--- src/rtl/hsfd_pkg.sv ---
// Package for the humidity sensor frame decoder: word types and constants.
`default_nettype none

package hsfd_pkg;

  // CRC-8 over each two-byte measurement word
  localparam logic [7:0] CRC_POLY = 8'h31;
  localparam logic [7:0] CRC_INIT = 8'hFF;

  // Byte positions within a six-byte response
  localparam logic [2:0] POS_T_HI  = 3'd0;
  localparam logic [2:0] POS_T_LO  = 3'd1;
  localparam logic [2:0] POS_T_CRC = 3'd2;
  localparam logic [2:0] POS_H_HI  = 3'd3;
  localparam logic [2:0] POS_H_LO  = 3'd4;
  localparam logic [2:0] POS_H_CRC = 3'd5;

  // Scaling to hundredths: span * raw / 65535, then offset (temperature only)
  localparam logic [14:0] TEMP_SPAN   = 15'd17500;
  localparam logic [13:0] HUM_SPAN    = 14'd10000;
  localparam logic [16:0] TEMP_OFFSET = 17'd4500;
  localparam logic [16:0] RAW_FULL    = 17'd65535;

  // Frame queue between decoder front and scaling back
  localparam int QUEUE_DEPTH = 2;

  // One received byte
  typedef struct packed {
    logic [7:0] rx_byte;
    logic       frame_start;
  } byte_word_t;

  // One decoded reading
  typedef struct packed {
    logic signed [14:0] temperature_centi;
    logic               temperature_ok;
    logic        [13:0] humidity_centi;
    logic               humidity_ok;
  } reading_word_t;

  // Raw frame handed from front to back
  typedef struct packed {
    logic [15:0] temp_raw;
    logic        temp_ok;
    logic [15:0] hum_raw;
    logic        hum_ok;
  } frame_t;

endpackage

`default_nettype wire

--- src/rtl/humidity_sensor_frame_decoder.sv ---
// Top level of the humidity sensor frame decoder.
//
// Input channel frame_byte_valid/frame_byte_ready/frame_byte carries one byte
// word of a six-byte response: temperature high, low, check, humidity high,
// low, check. frame_start in the word forces that byte to be byte 0.
// Output channel reading_valid/reading_ready/reading carries one word per
// response: temperature and humidity in hundredths, each with a CRC-ok flag.
// A result is still delivered when a check byte mismatches.
// Throughput: one byte per cycle. frame_byte_ready drops only while the
// frame queue between decoder and scaling is full.
// After the sixth byte is taken, the reading passes the queue hop, the
// multiply stage and the divide-and-output stage.
// Stall: while reading_ready is low the output word holds, the scaling
// pipeline fills, then the queue; after QUEUE_DEPTH further frames are
// pending the byte side stalls too.
// Reset (rst, synchronous): byte position to 0, CRC to 0xFF, queue and
// pipeline emptied.
`default_nettype none

module humidity_sensor_frame_decoder #(
  parameter int QUEUE_DEPTH = hsfd_pkg::QUEUE_DEPTH
) (
  input  wire                        clk,
  input  wire                        rst,
  input  wire                        frame_byte_valid,
  output logic                       frame_byte_ready,
  input  wire hsfd_pkg::byte_word_t  frame_byte,
  output logic                       reading_valid,
  input  wire                        reading_ready,
  output hsfd_pkg::reading_word_t    reading
);
  import hsfd_pkg::*;

  logic   q_full;
  logic   q_not_empty;
  logic   q_push;
  logic   q_pop;
  frame_t q_in;
  frame_t q_out;

  // Decoder front
  hsfd_front u_front (
    .clk        (clk),
    .rst        (rst),
    .byte_valid (frame_byte_valid),
    .byte_ready (frame_byte_ready),
    .byte_word  (frame_byte),
    .queue_full (q_full),
    .push       (q_push),
    .push_frame (q_in)
  );

  // Frame queue
  hsfd_queue #(
    .QUEUE_DEPTH (QUEUE_DEPTH)
  ) u_queue (
    .clk        (clk),
    .rst        (rst),
    .push       (q_push),
    .push_frame (q_in),
    .full       (q_full),
    .not_empty  (q_not_empty),
    .pop        (q_pop),
    .pop_frame  (q_out)
  );

  // Scaling back
  hsfd_scale u_scale (
    .clk           (clk),
    .rst           (rst),
    .frame_valid   (q_not_empty),
    .pop           (q_pop),
    .frame         (q_out),
    .reading_valid (reading_valid),
    .reading_ready (reading_ready),
    .reading       (reading)
  );

endmodule

`default_nettype wire

--- src/rtl/hsfd_front.sv ---
// Decoder front: tracks byte position, runs CRC-8, assembles raw frames.
`default_nettype none

module hsfd_front (
  input  wire                     clk,
  input  wire                     rst,
  input  wire                     byte_valid,
  output logic                    byte_ready,
  input  wire hsfd_pkg::byte_word_t byte_word,
  input  wire                     queue_full,
  output logic                    push,
  output hsfd_pkg::frame_t        push_frame
);
  import hsfd_pkg::*;

  // MSB-first CRC-8 of one byte, no reflection
  function automatic logic [7:0] crc_fold(input logic [7:0] crc, input logic [7:0] b);
    logic [7:0] c;
    c = crc ^ b;
    for (int k = 0; k < 8; k++) begin
      if (c[7]) begin
        c = {c[6:0], 1'b0} ^ CRC_POLY;
      end else begin
        c = {c[6:0], 1'b0};
      end
    end
    return c;
  endfunction

  logic [2:0]  pos;
  logic [7:0]  crc;
  logic [15:0] temp_word;
  logic        temp_ok;
  logic [15:0] hum_word;

  logic [2:0]  pos_eff;
  logic        accept;
  logic [7:0]  b;

  assign byte_ready = !queue_full;
  assign accept     = byte_valid && byte_ready;
  assign b          = byte_word.rx_byte;

  // Start of response forces position zero; out-of-range positions too
  always_comb begin
    if (byte_word.frame_start || pos > POS_H_CRC) begin
      pos_eff = POS_T_HI;
    end else begin
      pos_eff = pos;
    end
  end

  // Frame push on the humidity check byte
  assign push                = accept && (pos_eff == POS_H_CRC);
  assign push_frame.temp_raw = temp_word;
  assign push_frame.temp_ok  = temp_ok;
  assign push_frame.hum_raw  = hum_word;
  assign push_frame.hum_ok   = (crc == b);

  // Position, CRC and word registers
  always_ff @(posedge clk) begin
    if (rst) begin
      pos       <= POS_T_HI;
      crc       <= CRC_INIT;
      temp_word <= '0;
      temp_ok   <= 1'b0;
      hum_word  <= '0;
    end else if (accept) begin
      case (pos_eff)
        POS_T_HI: begin
          crc       <= crc_fold(CRC_INIT, b);
          temp_word <= {b, 8'h00};
        end
        POS_T_LO: begin
          crc       <= crc_fold(crc, b);
          temp_word <= {temp_word[15:8], b};
        end
        POS_T_CRC: begin
          temp_ok <= (crc == b);
        end
        POS_H_HI: begin
          crc      <= crc_fold(CRC_INIT, b);
          hum_word <= {b, 8'h00};
        end
        POS_H_LO: begin
          crc      <= crc_fold(crc, b);
          hum_word <= {hum_word[15:8], b};
        end
        default: begin
        end
      endcase
      pos <= (pos_eff >= POS_H_CRC) ? POS_T_HI : pos_eff + 3'd1;
    end
  end

endmodule

`default_nettype wire

--- src/rtl/hsfd_queue.sv ---
// Short frame queue between decoder front and scaling back.
`default_nettype none

module hsfd_queue #(
  parameter int QUEUE_DEPTH = hsfd_pkg::QUEUE_DEPTH
) (
  input  wire                   clk,
  input  wire                   rst,
  input  wire                   push,
  input  wire hsfd_pkg::frame_t push_frame,
  output logic                  full,
  output logic                  not_empty,
  input  wire                   pop,
  output hsfd_pkg::frame_t      pop_frame
);
  import hsfd_pkg::*;

  localparam int PTR_W = (QUEUE_DEPTH > 1) ? $clog2(QUEUE_DEPTH) : 1;
  localparam int CNT_W = $clog2(QUEUE_DEPTH + 1);
  localparam logic [PTR_W-1:0] PTR_LAST = PTR_W'(QUEUE_DEPTH - 1);
  localparam logic [CNT_W-1:0] CNT_FULL = CNT_W'(QUEUE_DEPTH);

  frame_t           slots [QUEUE_DEPTH];
  logic [PTR_W-1:0] wr_ptr;
  logic [PTR_W-1:0] rd_ptr;
  logic [CNT_W-1:0] count;

  assign full      = (count == CNT_FULL);
  assign not_empty = (count != '0);
  assign pop_frame = slots[rd_ptr];

  // Storage
  always_ff @(posedge clk) begin
    if (push) begin
      slots[wr_ptr] <= push_frame;
    end
  end

  // Pointers and fill count
  always_ff @(posedge clk) begin
    if (rst) begin
      wr_ptr <= '0;
      rd_ptr <= '0;
      count  <= '0;
    end else begin
      if (push) begin
        wr_ptr <= (wr_ptr == PTR_LAST) ? '0 : wr_ptr + PTR_W'(1);
      end
      if (pop) begin
        rd_ptr <= (rd_ptr == PTR_LAST) ? '0 : rd_ptr + PTR_W'(1);
      end
      if (push && !pop) begin
        count <= count + CNT_W'(1);
      end else if (pop && !push) begin
        count <= count - CNT_W'(1);
      end
    end
  end

endmodule

`default_nettype wire

--- src/rtl/hsfd_scale.sv ---
// Scaling back: raw words to hundredths, two stages (the second ends in the output register).
`default_nettype none

module hsfd_scale (
  input  wire                   clk,
  input  wire                   rst,
  input  wire                   frame_valid,
  output logic                  pop,
  input  wire hsfd_pkg::frame_t frame,
  output logic                  reading_valid,
  input  wire                   reading_ready,
  output hsfd_pkg::reading_word_t reading
);
  import hsfd_pkg::*;

  // Stage 1: constant products
  logic        p_valid;
  logic [30:0] p_temp;
  logic [29:0] p_hum;
  logic        p_temp_ok;
  logic        p_hum_ok;

  logic        out_advance;
  logic        p_load;

  assign out_advance = !reading_valid || reading_ready;
  assign p_load      = !p_valid || out_advance;
  assign pop         = frame_valid && p_load;

  always_ff @(posedge clk) begin
    if (rst) begin
      p_valid <= 1'b0;
    end else if (p_load) begin
      p_valid <= frame_valid;
    end
  end

  always_ff @(posedge clk) begin
    if (pop) begin
      p_temp    <= 31'(frame.temp_raw) * 31'(TEMP_SPAN);
      p_hum     <= 30'(frame.hum_raw) * 30'(HUM_SPAN);
      p_temp_ok <= frame.temp_ok;
      p_hum_ok  <= frame.hum_ok;
    end
  end

  // Stage 2: divide by 65535 as hi + correction, where x = hi*65535 + (hi + lo)
  logic [14:0] t_hi;
  logic [16:0] t_rem;
  logic [16:0] t_quot;
  logic [13:0] h_hi;
  logic [16:0] h_rem;
  logic [13:0] h_quot;
  logic [16:0] t_centi;

  always_comb begin
    t_hi    = p_temp[30:16];
    t_rem   = 17'(t_hi) + 17'(p_temp[15:0]);
    t_quot  = 17'(t_hi) + ((t_rem >= RAW_FULL) ? 17'd1 : 17'd0);
    t_centi = t_quot - TEMP_OFFSET;
    h_hi    = p_hum[29:16];
    h_rem   = 17'(h_hi) + 17'(p_hum[15:0]);
    h_quot  = h_hi + ((h_rem >= RAW_FULL) ? 14'd1 : 14'd0);
  end

  // Output register
  always_ff @(posedge clk) begin
    if (rst) begin
      reading_valid <= 1'b0;
    end else if (out_advance) begin
      reading_valid <= p_valid;
    end
  end

  always_ff @(posedge clk) begin
    if (out_advance && p_valid) begin
      reading.temperature_centi <= signed'(t_centi[14:0]);
      reading.temperature_ok    <= p_temp_ok;
      reading.humidity_centi    <= h_quot;
      reading.humidity_ok       <= p_hum_ok;
    end
  end

endmodule

`default_nettype wire
--- config.mk ---
export PLATFORM = sky130hd
export DESIGN_NAME = humidity_sensor_frame_decoder
export DESIGN_NICKNAME = d
export VERILOG_FILES = /design/src/rtl/hsfd_pkg.sv /design/src/rtl/humidity_sensor_frame_decoder.sv /design/src/rtl/hsfd_front.sv /design/src/rtl/hsfd_queue.sv /design/src/rtl/hsfd_scale.sv
export SDC_FILE = /design/constraint.sdc
export NUM_CORES = 1
export LEC_CHECK = 0
export ABC_AREA = 0
export BUFFER_PORTS_ARGS = -buffer_cell sky130_fd_sc_hd__buf_2
export CAP_MARGIN = 30
export CORE_ASPECT_RATIO = 0.9
export CORE_UTILIZATION = 55
export CTS_BUF_LIST = sky130_fd_sc_hd__clkbuf_16
export CTS_CLUSTER_DIAMETER = 200
export DETAILED_ROUTE_END_ITERATION = 7
export PLACE_DENSITY = 0.72
export SYNTH_ARGS = -nofsm -noshare
export SYNTH_HDL_FRONTEND = slang
export SYNTH_SLANG_ARGS = --single-unit
--- constraint.sdc ---
create_clock -name clk -period 8.95 [get_ports clk]
set_input_delay 0.4475 -clock clk [delete_from_list [all_inputs] [get_ports clk]]
set_output_delay 0.4475 -clock clk [all_outputs]
set_load 0.03 [all_outputs]
==> results.py <==
metrics = {
    "synth": {
        "synth_nets": 1613,
        "synth_top_family_by_area": "adder cells",
        "synth_edf_count": 156,
        "netlist_instances": 1317,
        "yosys_warnings": 0,
        "synth-seq-cells": 207,
        "synthXorXnorAreaFrac_pct": 7.17,
        "synth-adder-area-share_pct": 28.1,
        "synth-seq-area-share_pct": 38.6,
        "syn-mean-instance-area_um2": 11.2,
        "ys.flop_type": "edfxtp_1",
        "synth_area_um2": 14800,
        "async_flop_share_pct": 0,
        "synth-compound-area-share_pct": 8.77,
        "synthSimpleGateAreaFrac_pct": 6.76,
        "synth.distinct_cells": 62,
        "muxShareOfSynthArea_pct": 3.69,
    },
    "floorplanning": {
        "die_w_um": 175,
        "num_rows": 56,
        "initial_utilization_pct": 56.4,
        "core_um2": 26200,
        "die_h_um": 158,
        "dieArea_um2": 27500,
        "io-pin-count": 46,
    },
    "sta": {
        "period_minus_slack_ps": 6260,
        "worst_pin_slew_ps": 1010,
        "slew_headroom_pct": 32.9,
        "max_freq_mhz": 160,
        "setup_violations": 0,
        "fin_skew_ps": 25.6,
        "rsz0062_at_grt": "false",
        "setup_ws_ps": 2690,
        "tns_ps": 0,
        "hold_viol": 0,
        "holdWs_ps": 261,
        "fin_crit_sh_pct": 69.9,
        "final_max_slew_viol_count": 0,
    },
    "finish": {
        "final_util_pct": 61.4,
        "layout-drive-gt1-share_pct": 8.10,
        "area_delta_synth_final_pct": 8.78,
        "nNetsFinal": 1664,
        "diodes": 0,
    },
    "drt": {
        "drt-total-wl_mm": 26.9,
        "dr.pass1.iters": 5,
        "postRouteAntennaNets": 0,
        "drtIter0Drc": 399,
        "wire_per_inst_um": 15.6,
        "vias_per_cell": 5.27,
        "vias": 9125,
        "drc": 0,
    },
    "cts": {
        "hold_buffers": 0,
        "cts_resized": 0,
        "root_buffer": "clkbuf_16",
        "clock-sinks": 207,
        "postCtsSetupBuffers": 0,
        "cts_buffer_depth": 3,
        "cts_tree": "done",
        "clk_latency_ps": 510,
        "clk_pin_slew_ps": 60,
        "cts_buffers": 22,
        "h-tree-depth": 1,
    },
    "place": {
        "io_buffers": 45,
        "gp_congestion": 0.891,
        "preCtsSetupSlack_ps": 2730,
        "dp.final_hpwl_mm": 21.0,
    },
    "setup_path": {
        "cpMaxStageDelayCell": "dfxtp_2",
        "cp_cell_sequence": "mux2i_1 -> inv_1 -> ha_1 -> inv_1 -> fa_1 -> inv_1 -> ha_1 -> fa_1 -> inv_1 -> fa_1 -> inv_1 -> ha_1 -> nand3_1 -> nor4b_1 -> a22oi_1 -> a21oi_1 -> a211oi_2 -> o31ai_1 -> o21a_1 -> nor2_1 -> xnor2_1",
        "startpoint_type": "register",
        "crit_type": "register to register",
        "r2r_slack_ps": 2690,
        "max_stage_delay_ps": 990,
        "reg2reg_to": "u_scale.p_temp[29]",
        "path_common_cell": "inv_1",
        "reg2regPathDepth": 21,
        "cp.required_ps": 9190,
        "worstPathArrival_ps": 6500,
        "crit_end": "u_scale.p_temp[29]",
        "cp-end-kind": "register",
        "path_max_fanout": 34,
    },
    "run": {
        "drv_cap": 0,
    },
    "global_route": {
        "antenna_found_initial": 0,
        "first_global_vias": 9376,
        "grt_max_degree": 59,
        "grt.total_usage_pct": 20.4,
        "grt.overflow.total": 0,
        "grt_pass1_wl_mm": 45.3,
    },
    "worst_hold_path": {
        "hp-class": "input port to register",
    },
    "outcome": {
        "status": "finished clean",
    },
}
==> cell usage in the layout (no fill, tap or decap), types with 18 or more instances in the layout <==
cell type,Yosys,final
xor2_1,32,32
xnor2_1,79,79
dfxtp_1,51,50
buf_2,0,45
fa_1,82,82
ha_1,201,201
edfxtp_1,156,156
clkbuf_16,0,22
mux2i_1,41,41
nor3_1,18,18
inv_1,232,234
nor2_1,91,91
a21oi_1,49,49
o21ai_0,28,28
a21o_1,18,18
nand2_1,38,38
==> metal layers <==
metal,vias up,GRT usage [%],share of wire (%)
met5,-,0,0
met2,174,34.8,46
met4,0,4.60,1.7
met1,4294,28.1,49
li1,4619,-,-
met3,38,2.25,3.2
==> logic make-up after synthesis <==
logic type,Yosys count
mux,53
flops,207
fa+ha+maj,283
compound gates,190
xor+xnor,115
simple gates,215
buf+inv,254
==> state kept, by name (all words and copies together) (netlist names), named ones only <==
register and cells:
u_front.temp_ok 1, u_scale.p_hum_ok 1, u_scale.p_hum 26, u_queue.slots 68
u_queue.rd_ptr 1, u_scale.p_temp 29, u_front.temp_word 16, u_scale.reading_valid 1
u_front.hum_word 16, u_queue.count 2, u_front.crc 8, u_front.pos 3
u_queue.wr_ptr 1, u_scale.p_valid 1, u_scale.reading 31, u_scale.p_temp_ok 1
==> cell type report <==
type,count,area [um2]
inverter,232,871
multi-input combinational,856,8070
clock buffer,22,551
tap,348,435
sequential,207,5710
timing repair buffer,49,268
clock inverter,17,178
fill,2099,10100
==> worst min-delay path by stage <==
stage / endpoint / startpoint / cells past startpoint
after detailed placement: u_scale.reading[0] / u_scale.p_hum_ok / 0
after global placement: u_scale.reading[0] / u_scale.p_hum_ok / 0
after floorplan: u_scale.reading[0] / u_scale.p_hum_ok / 0
after CTS: u_scale.reading_valid / reading_ready / 4
final: u_scale.reading_valid / reading_ready / 4
after global routing: u_scale.p_valid / reading_ready / 4
==> through the flow <==
step	cell area, um2	cells
floorplan	14800	1317
global placement	15300	1691
detailed placement	15300	1691
CTS	16100	1730
global route	16100	1731
finish	16100	1731
==> critical path: cells and delay by family (launching register included) <==
family / cells / cell delay (ps)
XOR/XNOR: 1 / 110
AO/OA/AOI/OAI: 5 / 1070
flip-flops: 1 / 990
adder cells (fa/ha/maj): 6 / 2480
AND/OR/NAND/NOR: 3 / 450
buffers and inverters: 5 / 410
multiplexers: 1 / 460
==> synthesized netlist by cell type (all sizes together), types with 2 or more instances <==
library cell  count  area (um2)
fa               82        1640
nand4            10        62.6
nand3b            2        15.0
a2111oi           2        17.5
clkbuf           13        58.8
edfxtp          156        4680
dfxtp            51        1020
o21bai           11        82.6
a22oi            17         128
a221o             3        30.0
o31ai             4        30.0
nand2            38         143
and2              8        50.1
o21ai            30         150
or2               2        12.5
nor2b            10        62.6
o211ai            2        15.0
a21oi            49         245
mux2             12         135
and3              8        50.1
mux2i            41         410
or3               5        31.3
inv             232         871
a31oi             7        43.8
a211oi           11        87.6
o21a             10        75.1
xor2             33         308
a21o             18         135
o41ai             4        50.1
ha              201        2510
xnor2            82         752
nor2             91         342
nor4              3        18.8
o31a              2        17.5
nand3            11        55.1
nor3             18        90.1
buf               9        90.1
a211o             9        80.1
nand2b            6        37.5
o2111ai           2        17.5
Power is left out: the tool's default activity adds up to more than one toggle a clock period on the data nets, which glitch-free logic cannot reach.
